### config.mk
export PLATFORM = sky130hd
export DESIGN_NAME = bqe_div_pipe
export DESIGN_NICKNAME = d
export VERILOG_FILES = /design/src/rtl/core/billboard_quad_expander_core_assert.svh /design/src/rtl/core/bqe_div_pipe.sv
export SDC_FILE = /design/constraint.sdc
export NUM_CORES = 2
export LEC_CHECK = 0
export BUFFER_PORTS_ARGS = -buffer_cell sky130_fd_sc_hd__clkbuf_2
export CORE_MARGIN = 1.5
export CORE_UTILIZATION = 45
export DETAILED_ROUTE_END_ITERATION = 10
export SETUP_SLACK_MARGIN = 0.5
export SLEW_MARGIN = 40
export SYNTH_ARGS = -nofsm -noshare
export SYNTH_HDL_FRONTEND = slang
export SYNTH_SLANG_ARGS = --single-unit
### constraint.sdc
create_clock -name clock -period 5.35 [get_ports clock]
set_input_delay 0.535 -clock clock [delete_from_list [all_inputs] [get_ports clock]]
set_output_delay 0.535 -clock clock [all_outputs]
set_load 0.05 [all_outputs]
### src/rtl/core/billboard_quad_expander_core_assert.svh
// ----------------------------------------------------------------------------
// billboard quad expander assertion macros
// shared property wrappers, clocked on clock and disabled in reset
// ----------------------------------------------------------------------------
`ifndef BILLBOARD_QUAD_EXPANDER_CORE_ASSERT_SVH
`define BILLBOARD_QUAD_EXPANDER_CORE_ASSERT_SVH
`ifndef NO_ASSERTIONS
`define BQE_ASSERT_IMPLY(name, ante, cons) \
   name: assert property (@(posedge clock) disable iff (reset) (ante) |-> (cons)) \
      else $error("bqe assertion failed");
`define BQE_ASSERT_NEXT(name, ante, cons) \
   name: assert property (@(posedge clock) disable iff (reset) (ante) |=> (cons)) \
      else $error("bqe assertion failed");
`else
`define BQE_ASSERT_IMPLY(name, ante, cons)
`define BQE_ASSERT_NEXT(name, ante, cons)
`endif
`endif

### src/rtl/core/bqe_div_pipe.sv
// ----------------------------------------------------------------------------
// bqe_div_pipe
// pipelined restoring divider, one quotient bit per stage, several lanes
// ----------------------------------------------------------------------------
module bqe_div_pipe #(
   parameter int NW    = 32,
   parameter int DW    = 18,
   parameter int LANES = 1,
   parameter int PW    = 1
) (
   input  logic                       clock,
   input  logic                       reset,
   input  logic                       adv,
   input  logic                       in_valid,
   input  logic [LANES-1:0][NW-1:0]   num,
   input  logic [LANES-1:0][DW-1:0]   den,
   input  logic [PW-1:0]              in_data,
   output logic                       out_valid,
   output logic [LANES-1:0][NW-1:0]   quo,
   output logic [LANES-1:0][DW-1:0]   rem,
   output logic [PW-1:0]              out_data
);

   logic          vld_ff  [NW];
   logic [PW-1:0] data_ff [NW];
   logic [NW-1:0] nq_ff   [NW][LANES];
   logic [DW-1:0] rem_ff  [NW][LANES];

   for (genvar s = 0; s < NW; s++) begin : g_stage
      if (s == 0) begin : g_first
         always_ff @(posedge clock) begin
            if (reset) begin
               vld_ff[s] <= 1'b0;
            end else if (adv) begin
               vld_ff[s] <= in_valid;
            end
         end
         always_ff @(posedge clock) begin
            if (adv) begin
               data_ff[s] <= in_data;
            end
         end
      end else begin : g_rest
         always_ff @(posedge clock) begin
            if (reset) begin
               vld_ff[s] <= 1'b0;
            end else if (adv) begin
               vld_ff[s] <= vld_ff[s-1];
            end
         end
         always_ff @(posedge clock) begin
            if (adv) begin
               data_ff[s] <= data_ff[s-1];
            end
         end
      end

      for (genvar l = 0; l < LANES; l++) begin : g_lane
         logic [NW-1:0] nq_prev;
         logic [DW-1:0] rem_prev;
         logic [DW:0]   trial;
         logic [DW:0]   diff;
         logic          take;

         if (s == 0) begin : g_src_in
            assign nq_prev  = num[l];
            assign rem_prev = '0;
         end else begin : g_src_ff
            assign nq_prev  = nq_ff[s-1][l];
            assign rem_prev = rem_ff[s-1][l];
         end

         assign trial = {rem_prev, nq_prev[NW-1]};
         assign take  = (trial >= {1'b0, den[l]});
         assign diff  = trial - {1'b0, den[l]};

         always_ff @(posedge clock) begin
            if (adv) begin
               nq_ff[s][l]  <= {nq_prev[NW-2:0], take};
               rem_ff[s][l] <= take ? diff[DW-1:0] : trial[DW-1:0];
            end
         end
      end
   end

   for (genvar l = 0; l < LANES; l++) begin : g_out
      assign quo[l] = nq_ff[NW-1][l];
      assign rem[l] = rem_ff[NW-1][l];
   end

   assign out_valid = vld_ff[NW-1];
   assign out_data  = data_ff[NW-1];

endmodule

Word level (Yosys, flattened, before mapping)
Memories as Yosys holds them, arrays and structs flattened.
Index checks and enable logic that the tools add are counted.
Cells by class
  magnitude comparators: 32
  add/sub/neg operators: 32
  bitwise logic cells: 32
  mux-type cells: 70
Operators by type and width (number)
  $ge 19x18->1: 31
  $mux 18: 32
  $sub 18x18->18: 31
  $mux 1: 38
  $or 1x1->1: 32
  $ge 1x18->1: 1
  $sub 1x18->18: 1
Word-level totals
  output and inout bits: 52
  logic and storage cells: 170
  input bits: 55
  memories kept: 4
  RAM bits: 1664
  bits in registers: 0
Memories
  nq_ff: depth 32, bits a word 32, read ports 32, clocked after Yosys merged registers in 0, wr ports 32, line bqe_div_pipe.sv:26  | logic [NW-1:0] nq_ff [NW][LANES];
  rem_ff: depth 32, bits a word 18, read ports 32, clocked after Yosys merged registers in 0, wr ports 32, line bqe_div_pipe.sv:27  | logic [DW-1:0] rem_ff [NW][LANES];
  data_ff: depth 32, bits a word 1, read ports 32, clocked after Yosys merged registers in 0, wr ports 32, line bqe_div_pipe.sv:25  | logic [PW-1:0] data_ff [NW];
  vld_ff: depth 32, bits a word 1, read ports 32, clocked after Yosys merged registers in 0, wr ports 32, line bqe_div_pipe.sv:24  | logic vld_ff [NW];

Logic depth before layout (Yosys ltp)
  word-level depth: 4
  gate-level depth with buffers: 14
  gate-level depth less buffers: 12

Worst setup path after synthesis
No wires, ideal clock.
  kind: input port to flip-flop
  from: input port den[1] in the netlist's numbering
  to: memory rem_ff[29][10] in the netlist's numbering, data pin
  required time: 5.088 ns
  data arrival time: 5.435 ns
  path slack: -0.347 ns
  cell stages on the path: 12
  path through: clkbuf_1 > inv_1 > ha_1 > nor2b_1 > o31a_1 > o41a_1 > a21bo_2 > a311oi_1 > o211ai_1 > a311oi_4 > buf_6 > mux2_1
RTL lines
  start: declaration: line bqe_div_pipe.sv:16  | input logic [LANES-1:0][DW-1:0] den,
  end: declaration: line bqe_div_pipe.sv:27

==> metrics <==
outcome=finished clean; critical path class=primary input to register; PnR Total Power=55.6 mW; die width=430 um; P&R area growth vs syn=13.3%; final instance area=93000 sq um; leading cell types in the layout, fill and taps excluded=edfxtp_1, ha_1, a21oi_1, nor2_1, mux2_2; critical path fanouts, max=63; Clock Skews=0.0333 ns; Remaining Overflow, GRT=0; hold depth=3; most common cell after layout, fill and taps aside=edfxtp_1; switching pwr=19.2 mW; via count=49600; Final TNS setup=0 ns; Port Buffers=106; setup violators final=0; max-slew violation count=0; largest net degree at the start of global routing=154; global-route wire length before repair=269000 um; Top FF cell, synth=edfxtp_1; starting density of the core=45.4%; initial antenna violation count=0; drt drc=0; CP Launch Type=primary input; nets=7111; yosys warns=0; post-synth design cell area=82100 sq um; CTS tree=yes; P_leak=34.6 nW; vias per inst=5.52; Mapped Cells=6112; max_cap viols=0; H-tree levels=4; Reg2Reg Depth=9; Seq/Total Area, Yosys=60.9%; Placer Congestion=0.872; root buffer cell=clkbuf_16; drt wl/cell=19.0 um; PwrDens=598 nW/um^2; vias in the first global route=48800; Clk pwr share=22.4%; Final Hold Fails=0; final wirelength=171000 um; Slew headroom=41.8%; min Tclk post-route=3.61 ns; Crit. End Element=register; Final HPWL DP=114000 um; core area=181000 sq um; Core Rows=156; HP Class=primary input to register; DR pass1 iterations=5; chip height=430 um; CTS sink cnt=1664; placed cell area=86700 sq um; critical path arrival=4.17 ns; synthesis-stage register bit count=1664; Clk Latency, worst-skew pair=0.84 ns; worst slack, placed=0.853 ns; Worst EP required=5.92 ns; post-CTS setup buffers=0; die area=185000 sq um; Sw Share=34.5%; Inserted Clock Buffers=180; Ports=107; final period utilization=67.4%; internal cell power=36.4 mW; Post-synth ARST share=0%; Antenna Nets Post-Route=0; Final WS setup=1.74 ns; Distinct cells, synth=83; maximum clock frequency=277 MHz; Post-synth EDFFs=1664; gr usage total=18.4%; sequential share of power=36.9%; Clock Pin Slew Worst Setup and Hold Paths=0.06 ns; Mapped Nets=6758; Synth Area per Inst=13.4 sq um; Iteration-0 DRC Markers=3411; layout filler cell count=15200; RSZ-0062 raised after global routing=no; Combinational Power Share=40.7%; maximum vdd drop=294 uV; Worst-Margin Slew=0.874 ns; layout cells sized above 1=13.4%; clk buf depth=3
[metal layers]
metal,vias to the layer above,global-route usage [%],part of all wire (%)
li1,24300,-,-
met1,24000,25.6,47
met2,1031,29.7,46
met3,284,2.74,4.2
met4,0,5.77,2.7
met5,-,0,0
[cells in the mapped netlist, types with 22 or more instances]
cell,instances,share of area [%]
edfxtp_1,1664,61
ha_1,560,8.5
a21oi_1,533,3.2
nor2_1,390,1.8
mux2_2,330,4.5
o21ai_0,327,2.0
nand2_1,286,1.3
xnor2_1,282,3.0
inv_1,200,0.91
a21o_1,166,1.5
xor2_1,151,1.6
o21a_1,102,0.93
nand3_1,93,0.57
clkbuf_1,77,0.35
nand4_1,74,0.56
a211oi_1,67,0.61
o21bai_1,61,0.56
nor3_1,59,0.36
and2_1,58,0.44
nor2b_1,52,0.40
a31oi_1,49,0.37
nand2b_1,42,0.32
nor4_1,39,0.30
o31ai_1,39,0.36
and3_1,38,0.29
fa_1,31,0.76
mux2i_1,26,0.32
o31a_1,22,0.23
[critical path, cell delays in order]
cell and delay (ns):
clkbuf_2 0.18, clkinvlp_4 0.12, buf_12 0.38, ha_1 0.37
nor2b_1 0.16, o2111ai_1 0.25, a41oi_1 0.25, o31a_1 0.38
a211o_1 0.29, or4b_1 0.46, buf_4 0.26, mux2_2 0.35
[logic make-up after synthesis]
family	share of synthesized area (%)
AO/OA/AOI/OAI	12.0
AND/OR/NAND/NOR	6.93
flip-flops	60.9
multiplexers	4.95
XOR/XNOR	4.62
adder cells (fa/ha/maj)	9.29
buffers and inverters	1.37
[power by group through the flow]
stage                     Sequential (mW)  Combinational, mW  Clock, mW
after floorplan                      20.1               17.4          0
after global placement               20.8               22.1          0
after detailed placement             20.8               22.3          0
after CTS                            20.5               22.6       12.8
after global routing                 20.8               25.3       13.3
final                                20.5               22.6       12.4
[sequential cells by signal, indices dropped and copies added (netlist names)]
name	cells
nq_ff	1024
rem_ff	576
vld_ff	32
data_ff	32
[worst paths after layout]
check                     startpoint                      end  slack (ns)
min reg2reg   nq_ff[6][23]$_DFFE_PP_   nq_ff[7][24]$_DFFE_PP_        0.40
min                          num[31]   rem_ff[0][0]$_DFFE_PP_        0.08
max reg2reg  rem_ff[26][0]$_DFFE_PP_  rem_ff[27][7]$_DFFE_PP_        1.86
max                           den[1]  rem_ff[27][7]$_DFFE_PP_        1.74
[layout make-up]
type,count,area (sq um),area share [%]
clock inverters,117,1330,1.42
repair buffers,265,2180,2.34
diodes,1,2.50,0.00269
flip-flops and latches,1664,50000,53.7
multi-input cells,4153,31100,33.5
clock buffers,210,4660,5.01
inverters,201,758,0.815
well taps,2370,2970,3.19
[repair_timing]
action | in CTS | in global routing
gates resized for setup | 0 | 0
setup endpoints to repair | 0 | 0
hold endpoints to repair | 33 | 0
hold buffers | 33 | 0
[through the flow]
| stage | std cells | utilization, % | hold WS, ns |
|---|---|---|---|
| after floorplan | 6112 | - | 0.400 |
| after global routing | 8980 | 51.4 | 0.0680 |
| after global placement | 8618 | 47.9 | 0.400 |
| after CTS | 8979 | 51.4 | 0.0291 |
| final | 8981 | 51.4 | 0.0814 |
| after detailed placement | 8619 | 47.9 | 0.405 |
No activity file was read; power rests on OpenSTA's default activity.
